$ cat src/rtl/krsu_pkg.sv
// Shared types and constants for the keyboard report slot update block.
package krsu_pkg;

  localparam int unsigned NKEYS = 6;
  localparam int unsigned KEY_W = 8;
  localparam int unsigned CNT_W = 3;
  localparam int unsigned NOUT  = 6;

  typedef logic [KEY_W-1:0] key_t;
  typedef logic [CNT_W-1:0] count_t;

endpackage

$ cat src/rtl/krsu_slot_lane.sv
// One slot lane: decides whether a stored slot survives the new key list.
module krsu_slot_lane #(
  parameter int unsigned SLOTS = 6,
  parameter int unsigned LANE  = 0
) (
  input  krsu_pkg::key_t slots_i [SLOTS],
  input  krsu_pkg::key_t want_i  [krsu_pkg::NKEYS],
  output logic           keep_o
);

  logic hit;
  logic dup;

  always_comb begin
    hit = 1'b0;
    dup = 1'b0;
    for (int k = 0; k < krsu_pkg::NKEYS; k++) begin
      if (want_i[k] == slots_i[LANE]) begin
        hit = 1'b1;
      end
    end
    // An equal code in a lower slot has already consumed every matching entry.
    for (int j = 0; j < SLOTS; j++) begin
      if ((j < LANE) && (slots_i[j] == slots_i[LANE])) begin
        dup = 1'b1;
      end
    end
    keep_o = (slots_i[LANE] != '0) && hit && !dup;
  end

endmodule

$ cat src/rtl/krsu_key_lane.sv
// One key lane: flags a wanted key that matches no stored slot.
module krsu_key_lane #(
  parameter int unsigned SLOTS = 6
) (
  input  krsu_pkg::key_t want_i,
  input  krsu_pkg::key_t slots_i [SLOTS],
  output logic           left_o
);

  logic seen;

  always_comb begin
    seen = 1'b0;
    for (int s = 0; s < SLOTS; s++) begin
      if (slots_i[s] == want_i) begin
        seen = 1'b1;
      end
    end
    left_o = (want_i != '0) && !seen;
  end

endmodule

$ cat src/rtl/keyboard_report_slot_update.sv
// Top level of the keyboard report slot update block.
// An accepted request first compares slots and keys in parallel lanes in the match state,
// then places new keys in the place state, one key per cycle; a new request is taken
// only once the block is back in idle.
// The strobe cycle already shows busy low, and no strobe appears if nothing changed.
// Reset clears all slots and returns the block to idle; the receiver cannot stall.
module keyboard_report_slot_update #(
  parameter int unsigned SLOTS = 6
) (
  input  logic                     clk_i,
  input  logic                     rst_ni,
  input  logic                     start_i,
  output logic                     busy_o,
  input  logic [7:0]               key_0_i,
  input  logic [7:0]               key_1_i,
  input  logic [7:0]               key_2_i,
  input  logic [7:0]               key_3_i,
  input  logic [7:0]               key_4_i,
  input  logic [7:0]               key_5_i,
  input  logic [2:0]               key_count_i,
  output logic                     valid_o,
  output logic [7:0]               slot_0_o,
  output logic [7:0]               slot_1_o,
  output logic [7:0]               slot_2_o,
  output logic [7:0]               slot_3_o,
  output logic [7:0]               slot_4_o,
  output logic [7:0]               slot_5_o
);

  localparam logic [1:0] ST_IDLE  = 2'd0;
  localparam logic [1:0] ST_MATCH = 2'd1;
  localparam logic [1:0] ST_PLACE = 2'd2;

  localparam int unsigned KI_W = $clog2(krsu_pkg::NKEYS);
  localparam logic [KI_W-1:0] KI_LAST = KI_W'(krsu_pkg::NKEYS - 1);

  logic [1:0]      state_q, state_d;
  logic [KI_W-1:0] kidx_q, kidx_d;
  logic            changed_q, changed_d;
  logic            valid_q, valid_d;
  logic [krsu_pkg::NKEYS-1:0] rem_q, rem_d;

  krsu_pkg::key_t slots_q [SLOTS];
  krsu_pkg::key_t slots_d [SLOTS];
  krsu_pkg::key_t want_q  [krsu_pkg::NKEYS];
  krsu_pkg::key_t want_d  [krsu_pkg::NKEYS];
  krsu_pkg::key_t key_in  [krsu_pkg::NKEYS];
  krsu_pkg::key_t out_w   [krsu_pkg::NOUT];

  logic [SLOTS-1:0]           keep;
  logic [krsu_pkg::NKEYS-1:0] left;
  logic                       accept;
  logic                       free_found;

  assign accept = start_i && (state_q == ST_IDLE);

  assign key_in[0] = key_0_i;
  assign key_in[1] = key_1_i;
  assign key_in[2] = key_2_i;
  assign key_in[3] = key_3_i;
  assign key_in[4] = key_4_i;
  assign key_in[5] = key_5_i;

  for (genvar s = 0; s < SLOTS; s++) begin : g_slot
    krsu_slot_lane #(
      .SLOTS(SLOTS),
      .LANE (s)
    ) u_slot_lane (
      .slots_i(slots_q),
      .want_i (want_q),
      .keep_o (keep[s])
    );
  end

  for (genvar k = 0; k < krsu_pkg::NKEYS; k++) begin : g_key
    krsu_key_lane #(
      .SLOTS(SLOTS)
    ) u_key_lane (
      .want_i (want_q[k]),
      .slots_i(slots_q),
      .left_o (left[k])
    );
  end

  always_comb begin
    state_d    = state_q;
    kidx_d     = kidx_q;
    changed_d  = changed_q;
    valid_d    = 1'b0;
    rem_d      = rem_q;
    slots_d    = slots_q;
    want_d     = want_q;
    free_found = 1'b0;
    case (state_q)
      ST_IDLE: begin
        if (accept) begin
          // A count of seven exceeds every key index, so it acts as six.
          for (int k = 0; k < krsu_pkg::NKEYS; k++) begin
            want_d[k] = (krsu_pkg::count_t'(k) < key_count_i) ? key_in[k] : '0;
          end
          state_d = ST_MATCH;
        end
      end
      ST_MATCH: begin
        changed_d = 1'b0;
        for (int s = 0; s < SLOTS; s++) begin
          if (!keep[s]) begin
            slots_d[s] = '0;
            if (slots_q[s] != '0) begin
              changed_d = 1'b1;
            end
          end
        end
        rem_d   = left;
        kidx_d  = '0;
        state_d = ST_PLACE;
      end
      ST_PLACE: begin
        if (rem_q[kidx_q]) begin
          for (int s = 0; s < SLOTS; s++) begin
            if (!free_found && (slots_q[s] == '0)) begin
              free_found = 1'b1;
              slots_d[s] = want_q[kidx_q];
              changed_d  = 1'b1;
            end
          end
        end
        if (kidx_q == KI_LAST) begin
          valid_d = changed_d;
          state_d = ST_IDLE;
        end else begin
          kidx_d = kidx_q + 1'b1;
        end
      end
      default: begin
        state_d = ST_IDLE;
      end
    endcase
  end

  always_ff @(posedge clk_i or negedge rst_ni) begin
    if (!rst_ni) begin
      state_q   <= ST_IDLE;
      kidx_q    <= '0;
      changed_q <= 1'b0;
      valid_q   <= 1'b0;
      for (int s = 0; s < SLOTS; s++) begin
        slots_q[s] <= '0;
      end
    end else begin
      state_q   <= state_d;
      kidx_q    <= kidx_d;
      changed_q <= changed_d;
      valid_q   <= valid_d;
      slots_q   <= slots_d;
    end
  end

  always_ff @(posedge clk_i) begin
    want_q <= want_d;
    rem_q  <= rem_d;
  end

  for (genvar j = 0; j < krsu_pkg::NOUT; j++) begin : g_out
    if (j < SLOTS) begin : g_live
      assign out_w[j] = slots_q[j];
    end else begin : g_zero
      assign out_w[j] = '0;
    end
  end

  assign busy_o   = (state_q != ST_IDLE);
  assign valid_o  = valid_q;
  assign slot_0_o = out_w[0];
  assign slot_1_o = out_w[1];
  assign slot_2_o = out_w[2];
  assign slot_3_o = out_w[3];
  assign slot_4_o = out_w[4];
  assign slot_5_o = out_w[5];

endmodule

$ cat config.mk
export PLATFORM = sky130hd
export DESIGN_NAME = keyboard_report_slot_update
export DESIGN_NICKNAME = d
export VERILOG_FILES = /design/src/rtl/krsu_pkg.sv /design/src/rtl/krsu_slot_lane.sv /design/src/rtl/krsu_key_lane.sv /design/src/rtl/keyboard_report_slot_update.sv
export SDC_FILE = /design/constraint.sdc
export NUM_CORES = 1
export LEC_CHECK = 0
export ABC_AREA = 0
export BUFFER_PORTS_ARGS = -buffer_cell sky130_fd_sc_hd__buf_2
export CAP_MARGIN = 20
export CORE_MARGIN = 3
export CORE_UTILIZATION = 52
export DETAILED_ROUTE_END_ITERATION = 8
export GPL_ROUTABILITY_DRIVEN = 1
export PLACE_DENSITY = 0.82
export SLEW_MARGIN = 20
export SYNTH_ARGS = -nofsm -noshare
export SYNTH_HDL_FRONTEND = slang
export SYNTH_SLANG_ARGS = --single-unit
$ cat constraint.sdc
create_clock -name clk_i -period 2.9 [get_ports clk_i]
set_clock_uncertainty 0.05 [all_clocks]
set_input_delay 0.725 -clock clk_i [delete_from_list [all_inputs] [get_ports clk_i]]
set_output_delay 0.725 -clock clk_i [all_outputs]
set_load 0.01 [all_outputs]
==> impl_metrics.yaml, run 1 <==
final_layout:
  n_antenna_cell: 0
  drive_above_1_share: 0.218
  nets: 1224
  fin_cells: 1429
  multi_input_area_um2: 6520
  fill_cells: 1621
  final_util: 0.608
  area_growth_pct: 12.7
  ff_latch_area_um2: 3000
clock_network:
  post_cts_buffers: 0
  cts_tree: "built"
  htree_levels: 3
  ctsLongestPathBuffers: 2
  clk_latency_ns: 0.38
  cts_buffers: 9
  clock-sinks: 109
  cts_root_buf: "clkbuf_16"
  clkTransAtPathRegs_ns: 0.09
power_and_ir_drop:
  vdd_ir_drop_max_mv: 0.470
  powerDensity_nw_per_um2: 1140
  p_leak_nw: 5.33
timing:
  fin_crit_sh: 0.981
  tightestPinTransition_ns: 1.01
  final.setup.tns_ns: 0
  slew_violations: 0
  hold_violations: 0
  timing.fmax_mhz: 352
  setup_viol: 0
  period_minus_slack_ns: 2.84
  layout_setup_ws_ns: 0.0563
  slew_headroom: 0.325
  rsz0062_at_grt: "no"
global_routing:
  grt_pass1_vias: 9154
  grt_util_all_layers: 0.369
  grt_overflow: 0
  grt_max_degree: 49
  grt_first_pass_wirelength_mm: 58.7
  antenna_found_initial: 2
worst_setup_path:
  r2r-start: "slot_3_o[2]"
  critPathCaptureType: "register"
  critPathRequiredTime_ns: 3.12
  critical_path.startpoint: "slot_3_o[2]"
  crit_type: "register to register"
  crit_arrival_ns: 3.07
  critPathMaxFanout: 14
  start_kind: "register"
synth:
  async_reset_ff_frac: 0.505
  yosys-top-cells-area: "xor2_1 (24%), edfxtp_1 (16%), dfrtp_1 (13%)"
  synth_seq_area_share: 0.292
  ys_ff_latch: 109
  syn_area_um2: 10300
  synth_compound_area_frac: 0.0450
  synth_top_area_frac: 0.239
  ys.flop_type: "dfrtp_1"
  synthCells: 1102
  synthSimpleGateAreaFrac: 0.166
  synth_fp_nets: 1162
  synthMuxAreaShare: 0.0691
  postSynthAreaPerCell_um2: 9.31
  synth_top_family_by_area: "XOR/XNOR gates"
  synth_xor_area_frac: 0.348
  yosysTopAreaCell: "xor2_1"
  ys_warn_count: 0
  synth_cell_types: 59
  synth_adder_area_share: 0.00732
  synth_edf_count: 54
placed_design:
  place_hpwl_mm: 28.3
  numPortBuffers: 103
  place_congestion: 1.07
  place_inst: 1413
  place_ws_ns: 0.0662
detailed_routing:
  antenna_left: 0
  wire_per_inst_um: 27.8
  drtPass1Iterations: 7
  vias_per_cell: 6.42
  vias: 9181
  wirelength_mm: 39.7
  drtIter0Drc: 1176
  drcViolationCount: 0
die:
  dieArea_um2: 21500
  start_util: 0.540
  die_y_um: 146
  io-pin-count: 104
  core-area_um2: 19000
  rows: 50
  die_width_um: 146
min_path:
  hp-class: "input port to asynchronous set/reset pin"
run_status:
  status: "finished clean"
flow_run:
  maxCapViolCount: 0
==> Yosys cell counts, types with 10 or more instances <==
cell / n
a21oi_1: 13
and2_1: 19
buf_2: 91
clkbuf_1: 37
dfrtp_1: 55
edfxtp_1: 54
inv_1: 14
mux2_2: 23
nand2_1: 60
nand4_1: 45
nor2_1: 40
nor2b_1: 24
nor4_1: 93
o21ai_0: 10
o2bb2ai_1: 16
xnor2_1: 128
xor2_1: 280
==> per-layer routing <==
metal	GRT usage	wire (um)	vias to the layer above
met1	0.461	15000	4340
met2	0.549	16700	761
met3	0.123	5130	228
met4	0.229	2920	4
met5	0	23	-
li1	-	-	3848
==> where the power goes <==
part	total, mW	switching, mW	internal [mW]
clock network	1.32	0.698	0.626
logic	8.16	4.40	3.77
registers	3.66	1.57	2.09
total	13.2	6.67	6.49
==> registers in the layout, summed over array words and instances (netlist names), 2 cells and up <==
| signal | cells |
|---|---|
| want_q | 48 |
| slot_3_o | 8 |
| slot_2_o | 8 |
| state_q | 2 |
| slot_1_o | 8 |
| kidx_q | 3 |
| slot_0_o | 8 |
| rem_q | 6 |
| slot_5_o | 8 |
| slot_4_o | 8 |
==> stage by stage <==
| step | hold slack [ns] | cell area, um2 | total power [mW] |
|---|---|---|---|
| 4_1_cts | 0.484 | 11600 | 12.8 |
| 3_5_place_dp | 0.477 | 11200 | 11.5 |
| 2_1_floorplan | 0.379 | 10300 | 8.61 |
| 3_3_place_gp | 0.453 | 11200 | 11.3 |
| 5_1_grt | 0.517 | 11600 | 13.7 |
| 6_report | 0.452 | 11600 | 13.2 |
==> layout by cell type, fill, tap and decap left out, types with 6 or more instances in the layout <==
| cell | netlist | routed |
|---|---|---|
| a21oi_1 | 13 | 13 |
| and2_1 | 19 | 18 |
| and3_1 | 8 | 8 |
| buf_12 | 0 | 13 |
| buf_2 | 91 | 103 |
| buf_4 | 8 | 76 |
| clkbuf_16 | 0 | 9 |
| dfrtp_1 | 55 | 52 |
| edfxtp_1 | 54 | 54 |
| ha_1 | 6 | 6 |
| inv_1 | 14 | 14 |
| mux2_2 | 23 | 23 |
| mux2_4 | 8 | 8 |
| mux2i_1 | 9 | 9 |
| mux4_1 | 7 | 7 |
| nand2_1 | 60 | 60 |
| nand4_1 | 45 | 45 |
| nor2_1 | 40 | 40 |
| nor2b_1 | 24 | 24 |
| nor3_1 | 9 | 9 |
| nor4_1 | 93 | 93 |
| o21ai_0 | 10 | 10 |
| o2bb2ai_1 | 16 | 16 |
| xnor2_1 | 128 | 128 |
| xor2_1 | 280 | 280 |
==> cell families (layout without fill, tap and decap cells) <==
| group | count (synthesis) | in the layout |
|---|---|---|
| xor+xnor | 408 | 408 |
| flops | 109 | 109 |
| fa+ha+maj | 6 | 6 |
| buf+inv | 156 | 223 |
| mux | 50 | 50 |
| simple gates | 311 | 311 |
| compound gates | 62 | 62 |
==> repair_timing <==
item                                    CTS  global route
hold buffers                              0             0
endpoints found under the setup margin    0             8
resized for setup                         0             3
==> final timing paths <==
check,slack [ns],depth (start not counted),end
min in group clk_i,0.53,2,valid_o
hold reg to reg,0.53,2,valid_o
setup / recovery,0.06,8,slot_3_o[6]
max in group asynchronous,1.63,1,slot_2_o[5]
setup reg to reg,0.06,8,slot_3_o[6]
hold / removal,0.45,1,kidx_q[2]
==> worst max-delay path, cell delays in order (launching register included) <==
cell	delay [ns]
dfrtp_1	0.97
xnor2_1	0.20
nand4_1	0.29
o21ai_1	0.22
a211oi_1	0.07
o211a_2	0.18
a211oi_4	0.26
buf_12	0.18
mux2_4	0.30
==> layout make-up <==
cell class,count,area share
multi-input combinational,837,0.564
clock buffer,9,0.0195
inverter,15,0.00487
timing repair buffer,192,0.116
tap,260,0.0281
clock inverter,7,0.00790
sequential,109,0.259
Power figures use the tool's default switching activity.
==> run 2: changes to the inputs <==
--- a/config.mk
+++ b/config.mk
@@ -8,11 +8,13 @@
 export ABC_AREA = 0
 export BUFFER_PORTS_ARGS = -buffer_cell sky130_fd_sc_hd__buf_2
 export CAP_MARGIN = 20
+export CELL_PAD_IN_SITES_DETAIL_PLACEMENT = 2
+export CELL_PAD_IN_SITES_GLOBAL_PLACEMENT = 2
 export CORE_MARGIN = 3
-export CORE_UTILIZATION = 52
+export CORE_UTILIZATION = 38
 export DETAILED_ROUTE_END_ITERATION = 8
 export GPL_ROUTABILITY_DRIVEN = 1
-export PLACE_DENSITY = 0.82
+export PLACE_DENSITY_LB_ADDON = 0.08
 export SLEW_MARGIN = 20
 export SYNTH_ARGS = -nofsm -noshare
 export SYNTH_HDL_FRONTEND = slang
==> run 2 against run 1 <==
Register-to-register slack barely moved. Combinational power up 9.6%. Critical path depth stayed put. Critical endpoint is now slot_2_o[7]. Largest power group unchanged.
==> impl_metrics.yaml, run 2 (synthesized netlist as in run 1, its figures left out) <==
clock_network:
  ctsLongestPathBuffers: 2
  clock-sinks: 109
  cts_tree: "built"
  htree_levels: 3
  cts_hold_buffers: 0
  clk_latency_ns: 0.37
  post_cts_buffers: 0
  cts_buffers: 9
  clkTransAtPathRegs_ns: 0.09
  cts_root_buf: "clkbuf_16"
worst_setup_path:
  critPathCaptureType: "register"
  crit_family: "flip-flops"
  crit_type: "register to register"
  start_kind: "register"
  crit_buf_inv: 1
  cp_cell_sequence: "xnor2_1 -> nand4_1 -> nor2_1 -> or2_2 -> o211ai_1 -> a22oi_2 -> buf_4 -> mux2_2"
  critPathMaxFanout: 10
  max_stage_delay_ns: 0.81
  slowest_stage: "dfrtp_1"
  critPathRequiredTime_ns: 3.12
  crit_arrival_ns: 3.06
final_layout:
  n_antenna_cell: 0
  fill_cells: 2872
  nets: 1244
  largest_reg_flops: 48
  fin_cells: 1524
  drive_above_1_share: 0.231
  final_common_cell: "xor2_1"
  area_growth_pct: 14.8
  regMostFlops: "want_q"
  layout_common_cells: "xor2_1 (280), xnor2_1 (128), buf_2 (103), buf_4 (97), nor4_1 (93)"
die:
  die_width_um: 170
  dieArea_um2: 29000
  start_util: 0.390
  core-area_um2: 26300
  rows: 59
  io-pin-count: 104
  die_y_um: 170
detailed_routing:
  wl_met3_mm: 3.30
  wl_met1_mm: 20.4
  drcViolationCount: 0
  drtIter0Drc: 830
  wirelength_mm: 47.9
  dr_wl_met2_mm: 22.3
  wire_per_inst_um: 31.4
  vias: 9115
  drtPass1Iterations: 8
  vias_per_cell: 5.98
  antenna_left: 0
  dr.max_layer_used: "met4"
placed_design:
  numPortBuffers: 103
  place_hpwl_mm: 35.4
  place_inst: 1508
  place_congestion: 0.987
timing:
  slew_headroom: 0.449
  fin_crit_sh: 0.981
  final.setup.tns_ns: 0
  slew_violations: 0
  setup_viol: 0
  rsz0062_at_grt: "no"
  tightestPinTransition_ns: 0.826
  period_minus_slack_ns: 2.84
  hold_violations: 0
  timing.fmax_mhz: 352
min_path:
  hp-class: "input port to asynchronous set/reset pin"
global_routing:
  grt_pass1_vias: 9855
  grt_first_pass_wirelength_mm: 70.0
  grt_max_degree: 56
  grt_util_all_layers: 0.332
  antenna_found_initial: 0
  grt_overflow: 0
power_and_ir_drop:
  p_leak_nw: 5.42
  powerDensity_nw_per_um2: 1160
  vdd_ir_drop_max_mv: 0.606
flow_run:
  maxCapViolCount: 0
run_status:
  status: "finished clean"
run 2: cell count changes in the layout (fill, tap and decap cells not counted), sizes merged:
| cell | delta |
|---|---|
| clkinv | -1 |
| buf | +20 |
| clkbuf | +1 |
run 2: final cells by class:
class                   instances  area [um2]  area share
multi-input cells             837        6520       0.553
clock buffers                  10         250      0.0212
well taps                     335         419      0.0356
repair buffers                212        1480       0.126
clock inverters                 6        51.3     0.00435
inverters                      15        56.3     0.00478
flip-flops and latches        109        3000       0.255
run 2: worst paths after layout:
check,startpoint,to,slack (ns),cells past startpoint
max,slot_2_o[7],slot_2_o[7],0.06,8
min,rst_ni,slot_5_o[7],0.27,2
max reg2reg,slot_2_o[7],slot_2_o[7],0.06,8
min reg2reg,changed_q,valid_o,0.47,2
max in group asynchronous,rst_ni,slot_2_o[4],2.19,2
min in group clk_i,changed_q,valid_o,0.47,2
run 2: per-stage QoR:
stage / setup WS, ns / util / instance area [um2] / power, mW / hold slack (ns)
after global routing: 0.00949 / 0.448 / 11800 / 14.4 / 0.304
after global placement: 0.143 / 0.437 / 11500 / 11.8 / 0.451
after detailed placement: 0.0730 / 0.437 / 11500 / 12.1 / 0.453
after CTS: 0.102 / 0.448 / 11800 / 13.6 / 0.307
after floorplan: 0.503 / - / 10300 / 8.61 / 0.379
final: 0.0556 / 0.448 / 11800 / 13.7 / 0.274
run 2: routing by layer:
| layer | track usage | vias to the layer above |
|---|---|---|
| li1 | - | 3886 |
| met1 | 0.446 | 4707 |
| met2 | 0.538 | 418 |
| met3 | 0.0548 | 104 |
| met4 | 0.128 | 0 |
| met5 | 0 | - |
run 2: worst reg2reg max path: stages (launching register included):
cell and delay, ns:
dfrtp_1 0.81, xnor2_1 0.22, nand4_1 0.12, nor2_1 0.40
or2_2 0.22, o211ai_1 0.13, a22oi_2 0.23, buf_4 0.21
mux2_2 0.35
run 2: power breakdown:
| part | internal [mW] | switching, mW |
|---|---|---|
| Clock | 0.654 | 0.705 |
| Sequential | 2.10 | 1.29 |
| Combinational | 3.84 | 5.10 |
| Total | 6.59 | 7.10 |
run 2: timing repair:
action,in CTS,in global routing
endpoints found under the hold margin,0,0
resized for setup,1,2
endpoints found under the setup margin,8,9
